[src/design/fwrc_pkg.sv]
// Shared types and constants for the message queue with remove by code.
package fwrc_pkg;

  localparam int WORD_W     = 32;
  localparam int KIND_W     = 2;
  localparam int IN_DATA_W  = 4 * WORD_W;
  localparam int OUT_DATA_W = 3 * WORD_W;
  localparam int OUT_USER_W = 2;

  localparam logic [KIND_W-1:0] KIND_ENQ = 2'd0;
  localparam logic [KIND_W-1:0] KIND_DEQ = 2'd1;
  localparam logic [KIND_W-1:0] KIND_RM  = 2'd2;

  typedef struct packed {
    logic [WORD_W-1:0] code;
    logic [WORD_W-1:0] first_arg;
    logic [WORD_W-1:0] second_arg;
  } msg_t;

  typedef struct packed {
    logic enq;
    logic res_zero;
    logic deq_read;
    logic deq_pop;
    logic rm_start;
    logic rm_run;
    logic rm_finish;
  } cmd_t;

  typedef struct packed {
    logic full;
    logic empty;
    logic rm_idle;
    logic out_free;
  } sts_t;

endpackage

[src/design/fwrc_ctrl.sv]
// Controller state machine for the message queue.
module fwrc_ctrl (
  input  logic                        clk,
  input  logic                        rst_n,
  input  logic                        in_tvalid,
  output logic                        in_tready,
  input  logic [fwrc_pkg::KIND_W-1:0] in_kind,
  input  fwrc_pkg::sts_t              sts,
  output fwrc_pkg::cmd_t              cmd
);

  localparam logic [1:0] ST_IDLE = 2'd0;
  localparam logic [1:0] ST_DEQ  = 2'd1;
  localparam logic [1:0] ST_RM   = 2'd2;

  logic [1:0] state_r;
  logic [1:0] state_nxt;
  logic       accept;

  assign in_tready = (state_r == ST_IDLE) && sts.out_free;
  assign accept    = in_tvalid && in_tready;

  always_comb begin
    state_nxt = state_r;
    cmd       = '0;
    unique case (state_r)
      ST_IDLE: begin
        if (accept) begin
          unique case (in_kind)
            fwrc_pkg::KIND_ENQ: begin
              if (sts.full) begin
                cmd.res_zero = 1'b1;
              end else begin
                cmd.enq = 1'b1;
              end
            end
            fwrc_pkg::KIND_DEQ: begin
              if (sts.empty) begin
                cmd.res_zero = 1'b1;
              end else begin
                cmd.deq_read = 1'b1;
                state_nxt    = ST_DEQ;
              end
            end
            fwrc_pkg::KIND_RM: begin
              cmd.rm_start = 1'b1;
              state_nxt    = ST_RM;
            end
            default: begin
              cmd.res_zero = 1'b1;
            end
          endcase
        end
      end
      ST_DEQ: begin
        cmd.deq_pop = 1'b1;
        state_nxt   = ST_IDLE;
      end
      ST_RM: begin
        if (sts.rm_idle) begin
          cmd.rm_finish = 1'b1;
          state_nxt     = ST_IDLE;
        end else begin
          cmd.rm_run = 1'b1;
        end
      end
      default: begin
        state_nxt = ST_IDLE;
      end
    endcase
  end

  always_ff @(posedge clk) begin
    if (!rst_n) begin
      state_r <= ST_IDLE;
    end else begin
      state_r <= state_nxt;
    end
  end

  a_deq_one_cycle: assert property (@(posedge clk) disable iff (!rst_n)
    (state_r == ST_DEQ) |=> (state_r == ST_IDLE))
    else $error("dequeue read did not return to idle");

  a_rm_enter: assert property (@(posedge clk) disable iff (!rst_n)
    (accept && in_kind == fwrc_pkg::KIND_RM) |=> (state_r == ST_RM))
    else $error("remove item did not start the walk");

  a_no_accept_busy: assert property (@(posedge clk) disable iff (!rst_n)
    (state_r != ST_IDLE) |-> !in_tready)
    else $error("ready raised while an item is in progress");

endmodule

[src/design/fwrc_dpath.sv]
// Datapath for the message queue: store, pointers, remove walk and result register.
module fwrc_dpath #(
  parameter int DEPTH = 16
) (
  input  logic                            clk,
  input  logic                            rst_n,
  input  fwrc_pkg::cmd_t                  cmd,
  output fwrc_pkg::sts_t                  sts,
  input  logic [fwrc_pkg::IN_DATA_W-1:0]  in_tdata,
  output logic                            out_tvalid,
  input  logic                            out_tready,
  output logic [fwrc_pkg::OUT_DATA_W-1:0] out_tdata,
  output logic [fwrc_pkg::OUT_USER_W-1:0] out_tuser
);

  localparam int AW = $clog2(DEPTH);
  localparam int CW = $clog2(DEPTH + 1);
  localparam int WW = fwrc_pkg::WORD_W;

  fwrc_pkg::msg_t mem [DEPTH];
  fwrc_pkg::msg_t rd_data_r;
  fwrc_pkg::msg_t in_msg;
  fwrc_pkg::msg_t wr_data;
  logic [AW-1:0]  wr_addr;
  logic [AW-1:0]  rd_addr;
  logic           wr_en;
  logic           rd_en;

  logic [AW-1:0]  head_r;
  logic [AW-1:0]  head_nxt;
  logic [CW-1:0]  occ_r;
  logic [CW-1:0]  occ_nxt;
  logic [CW-1:0]  rd_cnt_r;
  logic [CW-1:0]  rd_cnt_nxt;
  logic [CW-1:0]  kept_r;
  logic [CW-1:0]  kept_nxt;
  logic           proc_valid_r;
  logic           proc_valid_nxt;
  logic [WW-1:0]  match_r;
  logic [WW-1:0]  match_nxt;

  logic           out_valid_r;
  logic           out_valid_nxt;
  logic           out_acc_r;
  logic           out_acc_nxt;
  logic           out_has_r;
  logic           out_has_nxt;
  fwrc_pkg::msg_t out_msg_r;
  fwrc_pkg::msg_t out_msg_nxt;
  logic           out_load;
  logic           rd_more;
  logic           keep_cur;

  function automatic logic [AW-1:0] slot_of(input logic [AW-1:0] base,
                                            input logic [CW-1:0] off);
    logic [AW:0] sum;
    sum = {1'b0, base} + (AW+1)'(off);
    if (sum >= (AW+1)'(DEPTH)) begin
      sum = sum - (AW+1)'(DEPTH);
    end
    return sum[AW-1:0];
  endfunction

  assign in_msg.code       = in_tdata[WW-1:0];
  assign in_msg.first_arg  = in_tdata[2*WW-1:WW];
  assign in_msg.second_arg = in_tdata[3*WW-1:2*WW];

  assign rd_more  = (rd_cnt_r != occ_r);
  assign keep_cur = proc_valid_r && (rd_data_r.code != match_r);
  assign out_load = cmd.enq || cmd.res_zero || cmd.deq_pop || cmd.rm_finish;

  assign sts.full     = (occ_r == CW'(DEPTH));
  assign sts.empty    = (occ_r == '0);
  assign sts.rm_idle  = !rd_more && !proc_valid_r;
  assign sts.out_free = !out_valid_r || out_tready;

  always_comb begin
    wr_en   = 1'b0;
    wr_addr = slot_of(head_r, occ_r);
    wr_data = in_msg;
    rd_en   = 1'b0;
    rd_addr = head_r;
    if (cmd.enq) begin
      wr_en = 1'b1;
    end
    if (cmd.rm_run && keep_cur) begin
      wr_en   = 1'b1;
      wr_addr = slot_of(head_r, kept_r);
      wr_data = rd_data_r;
    end
    if (cmd.deq_read) begin
      rd_en = 1'b1;
    end
    if (cmd.rm_run && rd_more) begin
      rd_en   = 1'b1;
      rd_addr = slot_of(head_r, rd_cnt_r);
    end
  end

  always_comb begin
    head_nxt       = head_r;
    occ_nxt        = occ_r;
    rd_cnt_nxt     = rd_cnt_r;
    kept_nxt       = kept_r;
    proc_valid_nxt = proc_valid_r;
    match_nxt      = match_r;
    if (cmd.enq) begin
      occ_nxt = occ_r + CW'(1);
    end
    if (cmd.deq_pop) begin
      head_nxt = slot_of(head_r, CW'(1));
      occ_nxt  = occ_r - CW'(1);
    end
    if (cmd.rm_start) begin
      rd_cnt_nxt     = '0;
      kept_nxt       = '0;
      proc_valid_nxt = 1'b0;
      match_nxt      = in_tdata[4*WW-1:3*WW];
    end
    if (cmd.rm_run) begin
      proc_valid_nxt = rd_more;
      if (rd_more) begin
        rd_cnt_nxt = rd_cnt_r + CW'(1);
      end
      if (keep_cur) begin
        kept_nxt = kept_r + CW'(1);
      end
    end
    if (cmd.rm_finish) begin
      occ_nxt = kept_r;
    end
  end

  always_comb begin
    out_valid_nxt = out_valid_r && !out_tready;
    out_acc_nxt   = out_acc_r;
    out_has_nxt   = out_has_r;
    out_msg_nxt   = out_msg_r;
    if (out_load) begin
      out_valid_nxt = 1'b1;
      out_acc_nxt   = cmd.enq;
      out_has_nxt   = cmd.deq_pop;
      out_msg_nxt   = cmd.deq_pop ? rd_data_r : '0;
    end
  end

  always_ff @(posedge clk) begin
    if (wr_en) begin
      mem[wr_addr] <= wr_data;
    end
    if (rd_en) begin
      rd_data_r <= mem[rd_addr];
    end
  end

  always_ff @(posedge clk) begin
    if (!rst_n) begin
      head_r       <= '0;
      occ_r        <= '0;
      rd_cnt_r     <= '0;
      kept_r       <= '0;
      proc_valid_r <= 1'b0;
      out_valid_r  <= 1'b0;
    end else begin
      head_r       <= head_nxt;
      occ_r        <= occ_nxt;
      rd_cnt_r     <= rd_cnt_nxt;
      kept_r       <= kept_nxt;
      proc_valid_r <= proc_valid_nxt;
      out_valid_r  <= out_valid_nxt;
    end
  end

  always_ff @(posedge clk) begin
    match_r   <= match_nxt;
    out_acc_r <= out_acc_nxt;
    out_has_r <= out_has_nxt;
    out_msg_r <= out_msg_nxt;
  end

  assign out_tvalid = out_valid_r;
  assign out_tdata  = {out_msg_r.second_arg, out_msg_r.first_arg, out_msg_r.code};
  assign out_tuser  = {out_has_r, out_acc_r};

  a_occ_bound: assert property (@(posedge clk) disable iff (!rst_n)
    occ_r <= CW'(DEPTH))
    else $error("occupancy beyond depth");

  a_kept_bound: assert property (@(posedge clk) disable iff (!rst_n)
    kept_r <= rd_cnt_r)
    else $error("compaction write pointer passed read pointer");

  a_no_overwrite: assert property (@(posedge clk) disable iff (!rst_n)
    out_load |-> (!out_valid_r || out_tready))
    else $error("result register loaded while still held");

  a_rm_shrinks: assert property (@(posedge clk) disable iff (!rst_n)
    cmd.rm_finish |=> (occ_r <= $past(occ_r)))
    else $error("remove grew the queue");

endmodule

[src/design/fifo_with_remove_by_code.sv]
// Top level: ordered message queue with enqueue, dequeue and remove by code.
//
//  channel  ports           payload
//  input    in_t*           tuser: kind; tdata: msg_code, msg_first_arg, msg_second_arg,
//                           match_code
//  result   out_t*          tuser: accepted, has_message; tdata: out_code, out_first_arg,
//                           out_second_arg
//
// Enqueue, no-op and empty dequeue load the result register directly; a dequeue that
// returns a message first reads the store through its registered read, then loads the result.
// Remove walks the queue with the single read port, one entry a cycle, then checks
// the last entry read and loads the result; on an empty queue there is nothing to walk.
// Reset clears head, occupancy and control; store contents need no clearing.
// A result waits in the output register; the next item is taken once it leaves.
module fifo_with_remove_by_code #(
  parameter int DEPTH = 16
) (
  input  logic                            clk,
  input  logic                            rst_n,
  input  logic                            in_tvalid,
  output logic                            in_tready,
  input  logic [fwrc_pkg::IN_DATA_W-1:0]  in_tdata,   // msg_code, msg_first_arg,
                                                      // msg_second_arg, match_code
  input  logic [fwrc_pkg::KIND_W-1:0]     in_tuser,   // kind
  output logic                            out_tvalid,
  input  logic                            out_tready,
  output logic [fwrc_pkg::OUT_DATA_W-1:0] out_tdata,  // out_code, out_first_arg,
                                                      // out_second_arg
  output logic [fwrc_pkg::OUT_USER_W-1:0] out_tuser   // accepted, has_message
);

  fwrc_pkg::cmd_t cmd;
  fwrc_pkg::sts_t sts;

  fwrc_ctrl u_ctrl (
    .clk       (clk),
    .rst_n     (rst_n),
    .in_tvalid (in_tvalid),
    .in_tready (in_tready),
    .in_kind   (in_tuser),
    .sts       (sts),
    .cmd       (cmd)
  );

  fwrc_dpath #(
    .DEPTH (DEPTH)
  ) u_dpath (
    .clk        (clk),
    .rst_n      (rst_n),
    .cmd        (cmd),
    .sts        (sts),
    .in_tdata   (in_tdata),
    .out_tvalid (out_tvalid),
    .out_tready (out_tready),
    .out_tdata  (out_tdata),
    .out_tuser  (out_tuser)
  );

endmodule

[config.mk]
export PLATFORM = sky130hd
export DESIGN_NAME = fifo_with_remove_by_code
export DESIGN_NICKNAME = d
export VERILOG_FILES = /design/src/design/fwrc_pkg.sv /design/src/design/fwrc_ctrl.sv /design/src/design/fwrc_dpath.sv /design/src/design/fifo_with_remove_by_code.sv
export SDC_FILE = /design/constraint.sdc
export NUM_CORES = 2
export LEC_CHECK = 0
export BUFFER_PORTS_ARGS = -buffer_cell sky130_fd_sc_hd__buf_4
export CORE_MARGIN = 10
export CORE_UTILIZATION = 60
export DETAILED_ROUTE_END_ITERATION = 12
export PLACE_DENSITY = 0.77
export SETUP_SLACK_MARGIN = 0.1
export SLEW_MARGIN = 25
export SYNTH_ARGS = -nofsm -noshare
export SYNTH_HDL_FRONTEND = slang
export SYNTH_SLANG_ARGS = --single-unit
[constraint.sdc]
create_clock -name clk -period 9.4 [get_ports clk]
set_input_delay 0.47 -clock clk [delete_from_list [all_inputs] [get_ports clk]]
set_output_delay 0.47 -clock clk [all_outputs]
set_load 0.005 [all_outputs]
==> out/qor.yml <==
crit_end: "u_dpath.mem[2][30]"
grt_overflow: 0
rr_startpoint: "u_dpath.rd_data_r[65]"
end_kind: "register"
multiInputGateArea_um2: 14500
critPathKind: "register to register"
regArea_um2: 53400
cp.arrival_ns: 6.49
dp_slack_ns: 3.10
io_pins: 234
first_pass_iters: 6
port_buffers: 233
drt-total-wl_um: 173000
synth_ff_type: "edfxtp_1"
setup_viol: 0
setup_tns_ns: 0
fin_crit_ns: 6.10
yosys.cell_count.top_type: "edfxtp_1"
synthArstFlopShare: 0
maxCapViolCount: 0
hold_class: "primary input to register"
row_count: 124
synth.distinct_cells: 43
synthCells: 4582
hp-start: "rst_n"
postCtsSetupBuffers: 0
rsz0062_at_grt: "no"
synth_nets: 4735
ys_seq_area_frac: 0.774
grt_pass1_vias: 40600
tightest_slew_ns: 1.23
path_clk_slew_ns: 0.06
synth_area_um2: 68900
vdd_drop_max_mv: 0.160
skew_ns: 0.0348
p_leak_nw: 27.1
maxSlewHeadroom: 0.178
htree_levels: 4
drive_above_1_share: 0.133
r2r_slack_ns: 3.30
yosysTopAreaCell: "edfxtp_1"
dieArea_um2: 129000
ys_ff_latch: 1785
critPathMaxFanout: 57
outcome: "finished, final reports clean"
vias: 42100
instances_no_fill: 6414
place.gp.congestion: 0.824
powerDensity_nw_per_um2: 213
die_w_um: 359
clock-sinks: 1785
utilization: 0.682
worstPathRequired_ns: 9.79
area_growth_pct: 12.9
grt_max_degree: 239
drt_iter0_markers: 5926
dp_hpwl_um: 89800
fin_crit_sh: 0.649
start_util: 0.604
hold_viol: 0
wl_per_cell_um: 27.0
cts_buffer_depth: 3
reg2reg_depth: 12
max_freq_mhz: 164
grt_pass1_wl_um: 257000
fp.dieH_um: 359
drtAntennaViolNets: 0
synth_area_leaders: "edfxtp_1 77%, a21oi_1 5.6%, a221oi_1 4.9%"
worstHoldPathCells: 2
cts_buffers: 170
viasPerCell: 6.57
clock_latency_ns: 0.80
clk_root_buffer_cell: "clkbuf_16"
syn_avg_cell_area_um2: 15.0
crit_path_start_kind: "register"
cts_tree: "done"
synthTopCellsByCount: "1762 x edfxtp_1, 804 x nand2_1, 777 x a21oi_1, 383 x a221oi_1, 252 x clkbuf_1"
synth_edf_count: 1762
ys_warn_count: 0
drv_slew: 0
r2r_end: "u_dpath.mem[2][30]"
antenna_found_initial: 8
post-place-cells: 6066
core_area_um2: 114000
fin_ws_ns: 3.30
worstSetupStartpoint: "u_dpath.rd_data_r[65]"
grt.total_usage: 0.258
drc: 0
fin_nets: 4912
nFillCells: 7285
synth.top_cell.area_share: 0.767
## logic make-up after synthesis
| kind of cell | after synthesis | share of synthesized area |
|---|---|---|
| AO/OA/AOI/OAI | 1200 | 0.109 |
| XOR/XNOR | 51 | 0.00648 |
| adder cells (fa/ha/maj) | 19 | 0.00377 |
| buffers and inverters | 337 | 0.0193 |
| flip-flops | 1785 | 0.774 |
| multiplexers | 108 | 0.0175 |
| AND/OR/NAND/NOR | 1082 | 0.0697 |
## cells in the final DEF (no fill, tap or decap), types with 14 or more instances in the layout
cell type / synthesis / final
ha_1: 16 / 16
clkinv_2: 0 / 21
mux2_2: 102 / 101
clkbuf_1: 252 / 39
and2_1: 104 / 104
inv_1: 14 / 14
dfxtp_1: 23 / 23
nor2_1: 24 / 15
dlygate4sd3_1: 0 / 32
xnor2_1: 47 / 46
a221oi_1: 383 / 383
buf_4: 3 / 281
clkinv_1: 1 / 50
edfxtp_1: 1762 / 1762
or4_1: 96 / 96
nand2_1: 804 / 801
clkbuf_16: 0 / 172
a21oi_1: 777 / 776
## area by class of cell
| class | instances | area share |
|---|---|---|
| Multi-Input combinational cell | 2460 | 0.186 |
| Clock inverter | 102 | 0.0112 |
| Clock buffer | 211 | 0.0572 |
| Antenna cell | 2 | 0.0000643 |
| Timing Repair Buffer | 327 | 0.0347 |
| Inverter | 15 | 0.000756 |
| Tap cell | 1512 | 0.0243 |
| Sequential cell | 1785 | 0.686 |
## critical path: stages, from the launching register on
cell	delay (ns)
edfxtp_1	0.47
xnor2_1	0.27
nand4_1	0.13
nor4_1	0.68
a21oi_4	0.11
buf_4	0.31
mux2_2	0.38
ha_1	0.34
a21oi_1	0.10
xnor2_1	0.41
xor2_2	0.60
and3_4	0.85
buf_4	0.96
## what timing repair did
item,4_1_cts,5_1_grt
hold buffers,32,0
hold endpoints to repair,32,0
gates resized for setup,0,0
## state kept, by name, summed over array words and instances, names as in the netlist
signal	flops
u_ctrl.state_r	2
u_dpath.head_r	4
u_dpath.kept_r	5
u_dpath.match_r	32
u_dpath.mem	1536
u_dpath.occ_r	5
u_dpath.out_acc_r	1
u_dpath.out_has_r	1
u_dpath.out_tdata	96
u_dpath.out_tvalid	1
u_dpath.proc_valid_r	1
u_dpath.rd_cnt_r	5
u_dpath.rd_data_r	96
## routing by layer
metal  global-route usage  vias up  share of wire
met3               0.0453      325           0.10
li1                     -    18100              -
met2                0.408     2567           0.48
met4               0.0848        4          0.028
met5                    0        -        0.00016
met1                0.366    21100           0.39
## through the flow
stage               hold WS, ns  power (W)  instance area (µm²)
floorplan                 0.443    0.00970                68900
global placement          0.467     0.0101                72100
detailed placement        0.473     0.0101                72100
CTS                     0.00240     0.0166                77800
global route             0.0436     0.0170                77800
finish                   0.0386     0.0165                77800
## where the power goes
| part | total (W) | internal, W | switching [W] |
|---|---|---|---|
| registers | 0.00894 | 0.00889 | 0.0000431 |
| logic | 0.00102 | 0.000309 | 0.000711 |
| clock network | 0.00658 | 0.00368 | 0.00290 |
| total | 0.0165 | 0.0129 | 0.00366 |
## how the worst min path moves through the flow
| stage | end | slack, ns |
|---|---|---|
| global placement | u_dpath.rd_cnt_r[4] | 0.47 |
| floorplan | u_dpath.rd_cnt_r[4] | 0.44 |
| global route | u_dpath.out_tvalid | 0.04 |
| finish | u_dpath.out_tvalid | 0.04 |
| detailed placement | u_dpath.rd_cnt_r[4] | 0.47 |
| CTS | u_dpath.out_tvalid | 0.002 |
Note: power is estimated with default switching activity, not from simulation.
